## src/design/step_counter_extender_macros.svh

```systemverilog
// ----------------------------------------------------------------------------
// Step counter extender assertion macros
// Shared concurrent assertion forms for the step counter extender.
// ----------------------------------------------------------------------------
`ifndef STEP_COUNTER_EXTENDER_MACROS_SVH
`define STEP_COUNTER_EXTENDER_MACROS_SVH

// Same-cycle implication, checked on every rising clock edge outside reset.
`define SCE_ASSERT_NOW(lbl, ante, cons, msg) \
    lbl: assert property (@(posedge clk) disable iff (!rst_n) (ante) |-> (cons)) \
        else $error(msg);

// Next-cycle implication, checked on every rising clock edge outside reset.
`define SCE_ASSERT_NEXT(lbl, ante, cons, msg) \
    lbl: assert property (@(posedge clk) disable iff (!rst_n) (ante) |=> (cons)) \
        else $error(msg);

`endif

```

## src/design/sce_pkg.sv

```systemverilog
// ----------------------------------------------------------------------------
// Step counter extender package
// Types, codes and constants shared by the step counter extender modules.
// ----------------------------------------------------------------------------
`timescale 1ns / 1ps
`default_nettype none

package sce_pkg;

    // Field widths.
    localparam int RAW_W    = 16;
    localparam int TOTAL_W  = 32;
    localparam int TIME_W   = 32;
    localparam int TALLY_W  = 32;
    localparam int RUN_W    = 8;
    localparam int DELTA_W  = RAW_W + 1;
    localparam int CFG_IDX_W  = 2;
    localparam int CFG_DATA_W = 16;

    // Wrap window and register reset values.
    localparam logic [RAW_W-1:0] WRAP_HIGH_FLOOR = 16'hF000;
    localparam logic [RAW_W-1:0] WRAP_LOW_CEIL   = 16'h0FFF;
    localparam logic [RAW_W-1:0] MAX_DELTA_RESET = 16'd100;
    localparam logic [RUN_W-1:0] THRESHOLD_RESET = 8'd3;

    // Reported status codes.
    typedef enum logic [1:0] {
        ST_SEARCHING = 2'd0,
        ST_READY     = 2'd1,
        ST_ERROR     = 2'd2
    } status_t;

    // Configuration register indexes.
    typedef enum logic [CFG_IDX_W-1:0] {
        CFG_MAX_DELTA       = 2'd0,
        CFG_ERROR_THRESHOLD = 2'd1
    } cfg_index_t;

    // Configuration register values.
    typedef struct packed {
        logic [RAW_W-1:0] max_delta;
        logic [RUN_W-1:0] error_threshold;
    } cfg_t;

    // One sample request.
    typedef struct packed {
        logic              read_ok;
        logic [RAW_W-1:0]  raw_count;
        logic [TIME_W-1:0] now_ms;
    } sample_t;

    // One result request.
    typedef struct packed {
        logic               accepted;
        logic [TOTAL_W-1:0] total_steps;
        logic [RAW_W-1:0]   last_raw;
        logic [TALLY_W-1:0] error_count;
        status_t            status;
        logic [TIME_W-1:0]  last_update_ms;
    } result_t;

endpackage

`default_nettype wire

```

## src/design/sce_cfg_regs.sv

```systemverilog
// ----------------------------------------------------------------------------
// Step counter extender configuration registers
// Holds the delta limit and the error threshold written over the config port.
// ----------------------------------------------------------------------------
`timescale 1ns / 1ps
`default_nettype none

module sce_cfg_regs (
    input  wire logic                           clk,
    input  wire logic                           rst_n,
    input  wire logic                           cfg_valid,
    output logic                                cfg_ready,
    input  wire logic [sce_pkg::CFG_IDX_W-1:0]  cfg_index,
    input  wire logic [sce_pkg::CFG_DATA_W-1:0] cfg_data,
    output sce_pkg::cfg_t                       cfg
);

    sce_pkg::cfg_t cfg_reg;
    sce_pkg::cfg_t cfg_next;

    // Writes are always taken.
    assign cfg_ready = 1'b1;
    assign cfg        = cfg_reg;

    // Register decode; writes to unknown indexes are dropped.
    always_comb
    begin
        cfg_next = cfg_reg;
        if (cfg_valid)
        begin
            unique case (sce_pkg::cfg_index_t'(cfg_index))
                sce_pkg::CFG_MAX_DELTA:
                begin
                    cfg_next.max_delta = cfg_data[sce_pkg::RAW_W-1:0];
                end
                sce_pkg::CFG_ERROR_THRESHOLD:
                begin
                    cfg_next.error_threshold = cfg_data[sce_pkg::RUN_W-1:0];
                end
                default:
                begin
                    cfg_next = cfg_reg;
                end
            endcase
        end
    end

    always_ff @(posedge clk or negedge rst_n)
    begin
        if (!rst_n)
        begin
            cfg_reg.max_delta       <= sce_pkg::MAX_DELTA_RESET;
            cfg_reg.error_threshold <= sce_pkg::THRESHOLD_RESET;
        end
        else
        begin
            cfg_reg <= cfg_next;
        end
    end

endmodule

`default_nettype wire

```

## src/design/sce_core.sv

```systemverilog
// ----------------------------------------------------------------------------
// Step counter extender core
// Tracker state and the single-pass update logic for one sample.
// ----------------------------------------------------------------------------
`timescale 1ns / 1ps
`default_nettype none

module sce_core (
    input  wire logic             clk,
    input  wire logic             rst_n,
    input  wire logic             fire,
    input  sce_pkg::sample_t      sample,
    input  sce_pkg::cfg_t         cfg,
    output sce_pkg::result_t      result
);

    // Tracker state.
    logic                           started_reg;
    logic                           started_next;
    logic [sce_pkg::RAW_W-1:0]      prev_raw_reg;
    logic [sce_pkg::RAW_W-1:0]      prev_raw_next;
    logic [sce_pkg::TOTAL_W-1:0]    total_reg;
    logic [sce_pkg::TOTAL_W-1:0]    total_next;
    logic [sce_pkg::RUN_W-1:0]      fail_run_reg;
    logic [sce_pkg::RUN_W-1:0]      fail_run_next;
    logic [sce_pkg::TALLY_W-1:0]    tally_reg;
    logic [sce_pkg::TALLY_W-1:0]    tally_next;
    sce_pkg::status_t               status_reg;
    sce_pkg::status_t               status_next;
    logic [sce_pkg::RAW_W-1:0]      shown_raw_reg;
    logic [sce_pkg::RAW_W-1:0]      shown_raw_next;
    logic [sce_pkg::TIME_W-1:0]     update_time_reg;
    logic [sce_pkg::TIME_W-1:0]     update_time_next;

    // Datapath intermediates.
    logic [sce_pkg::DELTA_W-1:0]    delta;
    logic [sce_pkg::TOTAL_W:0]      sum;
    logic [sce_pkg::TOTAL_W-1:0]    sat_total;
    logic                           delta_ok;
    logic [sce_pkg::RUN_W-1:0]      run_inc;
    logic                           acc;

    // Delta across a rise, a 16-bit wrap, or a sensor reset.
    always_comb
    begin
        if (sample.raw_count >= prev_raw_reg)
        begin
            delta = {1'b0, sample.raw_count - prev_raw_reg};
        end
        else if (prev_raw_reg >= sce_pkg::WRAP_HIGH_FLOOR
                 && sample.raw_count <= sce_pkg::WRAP_LOW_CEIL)
        begin
            delta = {1'b1, {sce_pkg::RAW_W{1'b0}}} - {1'b0, prev_raw_reg}
                    + {1'b0, sample.raw_count};
        end
        else
        begin
            delta = {1'b0, sample.raw_count};
        end
    end

    // Limit check and saturating add.
    assign delta_ok  = delta <= {1'b0, cfg.max_delta};
    assign sum       = {1'b0, total_reg}
                       + {{(sce_pkg::TOTAL_W + 1 - sce_pkg::DELTA_W){1'b0}}, delta};
    assign sat_total = sum[sce_pkg::TOTAL_W] ? {sce_pkg::TOTAL_W{1'b1}}
                                             : sum[sce_pkg::TOTAL_W-1:0];

    // The failure run saturates at its all-ones value.
    assign run_inc = (&fail_run_reg) ? fail_run_reg : fail_run_reg + 1'b1;

    // Next state for one sample.
    always_comb
    begin
        started_next     = started_reg;
        prev_raw_next    = prev_raw_reg;
        total_next       = total_reg;
        fail_run_next    = fail_run_reg;
        tally_next       = tally_reg;
        status_next      = status_reg;
        shown_raw_next   = shown_raw_reg;
        update_time_next = update_time_reg;
        acc              = 1'b0;

        if (sample.read_ok)
        begin
            fail_run_next  = '0;
            status_next    = sce_pkg::ST_READY;
            shown_raw_next = sample.raw_count;
            prev_raw_next  = sample.raw_count;
            started_next   = 1'b1;
            if (!started_reg)
            begin
                // First good sample loads the total directly.
                total_next = {{(sce_pkg::TOTAL_W - sce_pkg::RAW_W){1'b0}}, sample.raw_count};
                acc        = 1'b1;
            end
            else if (delta_ok)
            begin
                total_next = sat_total;
                acc        = 1'b1;
            end
            if (acc)
            begin
                update_time_next = sample.now_ms;
            end
            else
            begin
                tally_next = tally_reg + 1'b1;
            end
        end
        else
        begin
            fail_run_next = run_inc;
            tally_next    = tally_reg + 1'b1;
            if (run_inc >= cfg.error_threshold)
            begin
                status_next = sce_pkg::ST_ERROR;
            end
        end
    end

    // Result reflects the state after this sample.
    always_comb
    begin
        result.accepted       = acc;
        result.total_steps    = total_next;
        result.last_raw       = shown_raw_next;
        result.error_count    = tally_next;
        result.status         = status_next;
        result.last_update_ms = update_time_next;
    end

    // State registers, updated once per issued sample.
    always_ff @(posedge clk or negedge rst_n)
    begin
        if (!rst_n)
        begin
            started_reg     <= 1'b0;
            prev_raw_reg    <= '0;
            total_reg       <= '0;
            fail_run_reg    <= '0;
            tally_reg       <= '0;
            status_reg      <= sce_pkg::ST_SEARCHING;
            shown_raw_reg   <= '0;
            update_time_reg <= '0;
        end
        else if (fire)
        begin
            started_reg     <= started_next;
            prev_raw_reg    <= prev_raw_next;
            total_reg       <= total_next;
            fail_run_reg    <= fail_run_next;
            tally_reg       <= tally_next;
            status_reg      <= status_next;
            shown_raw_reg   <= shown_raw_next;
            update_time_reg <= update_time_next;
        end
    end

endmodule

`default_nettype wire

```

## src/design/step_counter_extender.sv

```systemverilog
// ----------------------------------------------------------------------------
// Step counter extender
// Extends a 16-bit raw step count into a saturating 32-bit total and keeps
// read error statistics, one result per sample.
// ----------------------------------------------------------------------------
//  Channel  Direction  Handshake             Payload
//  in       input      in_valid / in_stall   read_ok, raw_count, now_ms
//  out      output     out_valid / out_stall accepted, total_steps, last_raw,
//                                            error_count, status, last_update_ms
//  cfg      input      cfg_valid / cfg_ready cfg_index, cfg_data
//
//  A sample passes from the input register through the core update into the
//  result register. One sample is taken per cycle while the output is not
//  stalled, set by the core update and the tracker state loop.
//  Reset clears the tracker state and loads the register defaults.
//  A stalled output holds its result and backs up into the input register.
// ----------------------------------------------------------------------------
`timescale 1ns / 1ps
`default_nettype none

`include "step_counter_extender_macros.svh"

module step_counter_extender (
    input  wire logic                           clk,
    input  wire logic                           rst_n,
    // Sample channel.
    input  wire logic                           in_valid,
    output logic                                in_stall,
    input  wire logic                           read_ok,
    input  wire logic [sce_pkg::RAW_W-1:0]      raw_count,
    input  wire logic [sce_pkg::TIME_W-1:0]     now_ms,
    // Result channel.
    output logic                                out_valid,
    input  wire logic                           out_stall,
    output logic                                accepted,
    output logic [sce_pkg::TOTAL_W-1:0]         total_steps,
    output logic [sce_pkg::RAW_W-1:0]           last_raw,
    output logic [sce_pkg::TALLY_W-1:0]         error_count,
    output logic [1:0]                          status,
    output logic [sce_pkg::TIME_W-1:0]          last_update_ms,
    // Configuration write channel.
    input  wire logic                           cfg_valid,
    output logic                                cfg_ready,
    input  wire logic [sce_pkg::CFG_IDX_W-1:0]  cfg_index,
    input  wire logic [sce_pkg::CFG_DATA_W-1:0] cfg_data
);

    sce_pkg::cfg_t    cfg;
    sce_pkg::sample_t in_item_reg;
    logic             in_valid_reg;
    logic             in_valid_next;
    sce_pkg::result_t core_result;
    sce_pkg::result_t out_item_reg;
    logic             out_valid_reg;
    logic             out_valid_next;
    logic             advance;
    logic             in_take;

    // Configuration registers.
    sce_cfg_regs u_cfg (
        .clk       (clk),
        .rst_n     (rst_n),
        .cfg_valid (cfg_valid),
        .cfg_ready (cfg_ready),
        .cfg_index (cfg_index),
        .cfg_data  (cfg_data),
        .cfg       (cfg)
    );

    // Handshake: the held sample moves on when the result slot is free.
    assign advance  = in_valid_reg && (!out_valid_reg || !out_stall);
    assign in_stall = in_valid_reg && !advance;
    assign in_take  = in_valid && !in_stall;

    // Input register.
    always_comb
    begin
        if (in_take)
        begin
            in_valid_next = 1'b1;
        end
        else if (advance)
        begin
            in_valid_next = 1'b0;
        end
        else
        begin
            in_valid_next = in_valid_reg;
        end
    end

    always_ff @(posedge clk or negedge rst_n)
    begin
        if (!rst_n)
        begin
            in_valid_reg <= 1'b0;
        end
        else
        begin
            in_valid_reg <= in_valid_next;
        end
    end

    always_ff @(posedge clk)
    begin
        if (in_take)
        begin
            in_item_reg.read_ok   <= read_ok;
            in_item_reg.raw_count <= raw_count;
            in_item_reg.now_ms    <= now_ms;
        end
    end

    // Tracker state and update logic.
    sce_core u_core (
        .clk    (clk),
        .rst_n  (rst_n),
        .fire   (advance),
        .sample (in_item_reg),
        .cfg    (cfg),
        .result (core_result)
    );

    // Result register.
    always_comb
    begin
        if (advance)
        begin
            out_valid_next = 1'b1;
        end
        else if (out_valid_reg && !out_stall)
        begin
            out_valid_next = 1'b0;
        end
        else
        begin
            out_valid_next = out_valid_reg;
        end
    end

    always_ff @(posedge clk or negedge rst_n)
    begin
        if (!rst_n)
        begin
            out_valid_reg <= 1'b0;
        end
        else
        begin
            out_valid_reg <= out_valid_next;
        end
    end

    always_ff @(posedge clk)
    begin
        if (advance)
        begin
            out_item_reg <= core_result;
        end
    end

    // Output ports.
    assign out_valid      = out_valid_reg;
    assign accepted       = out_item_reg.accepted;
    assign total_steps    = out_item_reg.total_steps;
    assign last_raw       = out_item_reg.last_raw;
    assign error_count    = out_item_reg.error_count;
    assign status         = out_item_reg.status;
    assign last_update_ms = out_item_reg.last_update_ms;

    // Checks on the internal pipeline.
    `SCE_ASSERT_NOW(a_stall_needs_held, in_stall, in_valid_reg,
                    "stall with empty input register")
    `SCE_ASSERT_NEXT(a_advance_fills_out, advance, out_valid_reg,
                     "issued sample left no result")
    `SCE_ASSERT_NOW(a_accept_is_ready, out_valid && accepted,
                    status == sce_pkg::ST_READY, "accepted result not in ready status")

endmodule

`default_nettype wire

```

## config.mk

```make
export PLATFORM = sky130hd
export DESIGN_NAME = step_counter_extender
export DESIGN_NICKNAME = d
export VERILOG_FILES = /design/src/design/sce_pkg.sv /design/src/design/sce_cfg_regs.sv /design/src/design/sce_core.sv /design/src/design/step_counter_extender.sv
export VERILOG_INCLUDE_DIRS = /design/src /design/src/design
export SDC_FILE = /design/constraint.sdc
export NUM_CORES = 1
export LEC_CHECK = 0
export BUFFER_PORTS_ARGS = -buffer_cell sky130_fd_sc_hd__buf_4
export CORE_MARGIN = 1.5
export CORE_UTILIZATION = 63
export DETAILED_ROUTE_END_ITERATION = 10
export MAX_ROUTING_LAYER = met4
export PLACE_DENSITY_LB_ADDON = 0.1
export REMOVE_ABC_BUFFERS = 1
export SYNTH_ARGS = -nofsm -noshare
export SYNTH_HDL_FRONTEND = slang
export SYNTH_SLANG_ARGS = --single-unit
```

## constraint.sdc

```tcl
create_clock -name clk -period 7.9 [get_ports clk]
set_input_delay 1.185 -clock clk [delete_from_list [all_inputs] [get_ports clk]]
set_output_delay 1.185 -clock clk [all_outputs]
set_load 0.01 [all_outputs]
```

=== Yosys cells after proc, flatten, opt, wreduce, memory -nomap -nowiden ===
Index checks and enable logic that the tools add are counted.

* Output and inout port bits: 118
* Register bits: 329
* Input port bits: 72
* Word-level logic and storage cells: 72

* Magnitude comparators: 5
* Equal/unequal tests: 1
* Reductions and logical operators: 17
* Multiplexer cells: 22
* Add/sub/neg operators: 6

{| class="wikitable"
|+ Operator list
! cell !! count
|-
| $mux W32 || 8
|-
| $mux W17 || 2
|-
| $add A32 B17 Y33 || 1
|-
| $add A32 B1 Y32 const B || 1
|-
| $add A17 B16 Y17 || 1
|-
| $le A17 B16 Y1 || 1
|-
| $sub A17 B16 Y17 const A || 1
|-
| $ge A16 B16 Y1 || 1
|-
| $ge A16 B16 Y1 const B || 1
|-
| $le A16 B12 Y1 const B || 1
|-
| $mux W16 || 1
|-
| $mux W8 || 2
|-
| $sub A16 B16 Y16 || 1
|-
| $add A8 B1 Y8 const B || 1
|-
| $ge A8 B8 Y1 || 1
|-
| $reduce_and A8 Y1 || 1
|-
| $mux W1 || 7
|-
| $reduce_and A2 Y1 || 3
|-
| $logic_and A1 B1 Y1 || 5
|-
| $logic_not A1 Y1 || 4
|-
| $mux W2 || 2
|-
| $reduce_bool A2 Y1 || 2
|-
| $eq A2 B1 Y1 const B || 1
|-
| $logic_not A2 Y1 || 1
|-
| $logic_or A1 B1 Y1 || 1
|}

=== Longest topological paths before layout ===
* Depth in word-level cells: 10
* Mapped depth: 23
* Mapped depth without buffers: 21

=== Modules after synthesis ===
Synthesis repeated with hierarchy kept, for this count alone.

* Cell total of the unflattened synthesis: 1509
* Area, all modules: 16657.2 sq um

{| class="wikitable"
|+ By module, submodules not included
! module !! instances !! area each (sq um) !! seq. area each (sq um) !! cells each
|-
| sce_core || 1 || 10714.0 || 3478.3 || 1284
|-
| step_counter_extender || 1 || 5017.3 || 4974.8 || 172
|-
| sce_cfg_regs || 1 || 925.9 || 606.8 || 53
|}

=== Least setup slack after synthesis ===
No wires, ideal clock.

* Path type: register to register
* Start point: register in_item_reg[32] (netlist bit)
* End point: register out_item_reg, in the netlist total_steps[22], data pin
* Path buffers: 2
* Clock period less this slack: 5.173 ns
* Slack: 2.727 ns
* Required time: 7.630 ns
* Library setup time: 0.270 ns
* Arrival time: 4.903 ns
* Stages on the path, launching flop included: 23
* Cell sequence: edfxtp_1 -> inv_1 -> ha_1 -> inv_1 -> fa_1 -> a21oi_1 -> o22ai_1 -> o41a_1 -> o2111a_1 -> nor2_4 -> buf_2 -> a21o_1 -> ha_1 -> inv_1 -> fa_1 -> nand2b_1 -> a211oi_2 -> o41ai_1 -> o21a_2 -> or3_1 -> buf_2 -> o41ai_2 -> a21oi_1

{| class="wikitable"
|+ RTL lines
! item !! RTL line !! RTL
|-
| start: declaration || step_counter_extender.sv:49 || <nowiki>sce_pkg::sample_t in_item_reg;</nowiki>
|-
| end signal: assignment || step_counter_extender.sv:157 || <nowiki>out_item_reg <= core_result;</nowiki>
|-
| end: declaration || step_counter_extender.sv:53 || <nowiki>sce_pkg::result_t out_item_reg;</nowiki>
|}

=== Worst setup path after layout ===
* Start point: register in_item_reg[32] (netlist bit)
* End point: register u_core.update_time_reg[11] (netlist bit)

* Word-level cells in the longest chain between the ends: 10
* Elaborated cells between the ends (all ways): 13
* Those cells by class: add/sub: 2; order compare: 3; mux: 7; reduce/logical: 1

{| class="wikitable"
|+ Ends and longest elaborated chain
! item !! RTL line !! RTL
|-
| $le A16 B12 Y1 || sce_core.sv:51 || <nowiki>&& sample.raw_count <= sce_pkg::WRAP_LOW_CEIL)</nowiki>
|-
| $logic_and A1 B1 Y1 || sce_core.sv:51 ||
|-
| $mux W17 || sce_core.sv:50 || <nowiki>else if (prev_raw_reg >= sce_pkg::WRAP_HIGH_FLOOR</nowiki>
|-
| $mux W17 * || sce_core.sv:46 || <nowiki>if (sample.raw_count >= prev_raw_reg)</nowiki>
|-
| $le A17 B16 Y1 * || sce_core.sv:63 || <nowiki>assign delta_ok = delta <= {1'b0, cfg.max_delta};</nowiki>
|-
| $mux W1 * || sce_core.sv:98 || <nowiki>else if (delta_ok)</nowiki>
|-
| $mux W1 * || sce_core.sv:92 || <nowiki>if (!started_reg)</nowiki>
|-
| $mux W1 * || sce_core.sv:85 || <nowiki>if (sample.read_ok)</nowiki>
|-
| $mux W32 * || sce_core.sv:103 || <nowiki>if (acc)</nowiki>
|-
| $mux W32 * || sce_core.sv:85 ||
|-
| end signal: assignment || sce_core.sv:157 || <nowiki>update_time_reg <= update_time_next;</nowiki>
|-
| end: declaration || sce_core.sv:32 || <nowiki>logic [sce_pkg::TIME_W-1:0] update_time_reg;</nowiki>
|}

Mark *: on every way between the ends. The rest lies on a longest branch, timed or not. The select of a mux whose other input is x is not followed.
A chain may end at the register's enable or synchronous reset.

==> results.py <==
metrics = {
    "run_status": {
        "run_status": "complete, no violations",
    },
    "critical_path": {
        "cp.arrival_ns": 6.63,
        "path_cells": "inv_1 > ha_1 > inv_1 > fa_1 > a21oi_1 > o22ai_1 > o41a_1 > o2111a_1 > nor2_4 > o21ai_0 > ha_1 > a21o_1 > a21o_1 > o31ai_2 > a31oi_2 > buf_4 > a21oi_4 > buf_4 > mux2_2",
        "cp_num_buf_inv": 4,
        "cp_top_family": "compound AO/OA/AOI/OAI gates",
        "critPathCaptureType": "flop",
        "required_ns": 8.30,
        "crit_path_max_incr_delay_ns": 0.82,
        "critPathKind": "flop to flop",
        "slowest_stage": "a21oi_4",
        "startpoint_type": "flop",
        "path_max_fanout": 28,
    },
    "drt": {
        "wl_met2_mm": 18.3,
        "wl_per_cell_microns": 19.5,
        "via_per_inst": 6.11,
        "met1_length_mm": 15.8,
        "drtPass1Iterations": 7,
        "routed.top_layer": "met4",
        "wl_met3_mm": 2.34,
        "drtIter0Drc": 980,
        "vias": 11700,
        "final_antenna_net_count": 0,
        "drcViolationCount": 0,
        "wirelength_mm": 37.3,
    },
    "clock_network": {
        "cts-root-buf": "clkbuf_16",
        "cts_inserted_buffers": 34,
        "clk_pin_slew_worst_paths_ns": 0.06,
        "cts_buffer_depth": 3,
        "ctsHoldBuffers": 0,
        "post_cts_buffers": 0,
        "cts_tree": "built",
        "cts.sinks": 329,
        "htreeDepth": 2,
        "insertion_delay_ns": 0.53,
        "cts_resized": 0,
    },
    "yosys": {
        "synthSimpleGateAreaFrac": 0.117,
        "synth.distinct_cells": 81,
        "synth-edff-count": 164,
        "synthAdderAreaFrac": 0.0484,
        "synth_xor_area_frac": 0.0479,
        "synth_top_family_by_area": "compound AO/OA/AOI/OAI gates",
        "netlist_instances": 1393,
        "synth_compound_area_frac": 0.122,
        "async_reset_ff_frac": 0.502,
        "yosys_warnings": 0,
        "synthMuxAreaShare": 0.0683,
        "synth_area_sq_mm": 0.0161,
        "avgSynthCellArea_sq_um": 11.5,
        "ys_ff_latch": 329,
        "synth_ff_type": "edfxtp_1",
        "ys_seq_area_frac": 0.563,
    },
    "timing": {
        "tns_ns": 0,
        "fmax_mhz": 160,
        "min_period_ns": 6.23,
        "finClkSkew_ns": 0.0198,
        "post-route-period-util": 0.789,
        "slew_headroom": 0.288,
        "slew_viol_final": 0,
        "setup_viol": 0,
        "worst_pin_slew_ns": 1.07,
        "final-hold-violation-count": 0,
        "rsz0062_at_grt": "false",
    },
    "final_layout": {
        "final_common_cell": "buf_4",
        "fillers": 1696,
        "layout_common_cells": "buf_4, edfxtp_1, dfrtp_1, nand2_1, mux2_2",
        "diodes": 0,
        "nNetsFinal": 1695,
        "largest_register_ffs": 49,
        "drive_above_1_share": 0.239,
        "syn2layout_area_growth_pct": 17.3,
    },
    "die": {
        "initial_core_util": 0.641,
        "ios": 190,
        "rows": 58,
        "die_h_microns": 163,
        "die_w_microns": 163,
        "core-area_sq_mm": 0.0251,
        "die_area_sq_mm": 0.0265,
    },
    "global_routing": {
        "grt_pass1_wl_mm": 59.4,
        "grtUsageTotal": 0.294,
        "grt_max_degree": 103,
        "antenna_found_initial": 0,
        "grt_overflow_total": 0,
        "grt_pass1_vias": 11600,
    },
    "power": {
        "fin_total_pwr_mw": 6.41,
        "ir_drop_mv": 0.232,
        "p_leak_nw": 8.20,
        "p_per_area_mw_per_mm2": 339,
    },
    "min_path": {
        "hold_class": "flop to flop",
    },
    "place": {
        "numPortBuffers": 188,
        "gp_congestion": 0.954,
        "dp_hpwl_mm": 24.4,
    },
    "job": {
        "maxCapViolations": 0,
    },
}
## cells in the mapped netlist, types with 6 or more instances
cell / n / share of area
a31oi_1: 15 / 0.0058
a21o_1: 13 / 0.0061
mux2_2: 94 / 0.066
nor3_1: 45 / 0.014
nor4_1: 22 / 0.0086
o32ai_1: 10 / 0.0054
nand4_1: 11 / 0.0043
ha_1: 59 / 0.046
xnor2_1: 18 / 0.0098
buf_2: 19 / 0.0059
xor2_1: 70 / 0.038
or3_1: 6 / 0.0023
nand2b_1: 10 / 0.0039
and4_1: 7 / 0.0038
nor2_1: 67 / 0.016
clkbuf_1: 46 / 0.011
a21oi_1: 87 / 0.027
nand2_1: 140 / 0.033
nand3_1: 24 / 0.0075
and3_1: 13 / 0.0051
o21ai_0: 68 / 0.021
edfxtp_1: 164 / 0.31
and2_1: 9 / 0.0035
inv_1: 62 / 0.014
o22ai_1: 26 / 0.010
dfrtp_1: 160 / 0.25
## path summary, 6_finish.rpt
| path | from | endpoint | slack, ns | cells past startpoint |
|---|---|---|---|---|
| worst max register to register | in_item_reg[32]$_DFFE_PP_ | u_core.update_time_reg[11]$_DFFE_PN0P_ | 1.67 | 19 |
| worst max-delay path | in_item_reg[32]$_DFFE_PP_ | u_core.update_time_reg[11]$_DFFE_PN0P_ | 1.67 | 19 |
| min in group asynchronous | rst_n | u_core.fail_run_reg[1]$_DFFE_PN0P_ | 0.77 | 1 |
| worst min-delay path | u_core.shown_raw_reg[1]$_DFFE_PN0P_ | u_core.shown_raw_reg[1]$_DFFE_PN0P_ | 0.47 | 2 |
| max in group asynchronous | rst_n | u_core.tally_reg[29]$_DFFE_PN0P_ | 5.66 | 2 |
| worst min register to register | u_core.shown_raw_reg[1]$_DFFE_PN0P_ | u_core.shown_raw_reg[1]$_DFFE_PN0P_ | 0.47 | 2 |
## where the power goes
group	switching [mW]	internal [mW]	leakage (nW)
clock	0.661	0.954	0.545
sequential	0.224	2.24	3.65
combinational	1.33	0.996	4.01
total	2.21	4.19	8.20
## layout make-up
type                       instances  area (sq um)  share of cell area
clock inverter                    15           196              0.0104
sequential                       329          9060               0.480
clock buffer                      47           920              0.0487
multi-input combinational        933          6530               0.346
tap                              330           413              0.0219
timing repair buffer             201          1510              0.0802
inverter                          63           239              0.0127
## logic make-up after synthesis
family,Yosys count
AND/OR/NAND/NOR,383
XOR/XNOR,88
multiplexers,98
AO/OA/AOI/OAI,301
buffers and inverters,131
other,2
adder cells (fa/ha/maj),61
flip-flops,329
## worst min-delay path: cells and delay by family (launching register included)
family        cells  cell delay, ns
flops             1            0.34
simple gates      2            0.10
## layer usage
metal,track usage,up-vias
met5,-,-
met4,0.0826,0
met3,0.0466,70
met2,0.478,455
met1,0.387,5731
li1,-,5455
## metrics by stage
step | setup slack [ns] | hold slack, ns | std cells | utilization | area [sq um]
3_3_place_gp | 1.83 | 0.455 | 1856 | 0.707 | 17800
4_1_cts | 1.65 | 0.480 | 1918 | 0.752 | 18900
6_report | 1.67 | 0.472 | 1918 | 0.752 | 18900
5_1_grt | 1.28 | 0.500 | 1918 | 0.752 | 18900
2_1_floorplan | 0.533 | 0.442 | 1325 | - | 15800
3_5_place_dp | 1.69 | 0.460 | 1856 | 0.707 | 17800
No activity file was read; power rests on OpenSTA's default activity.
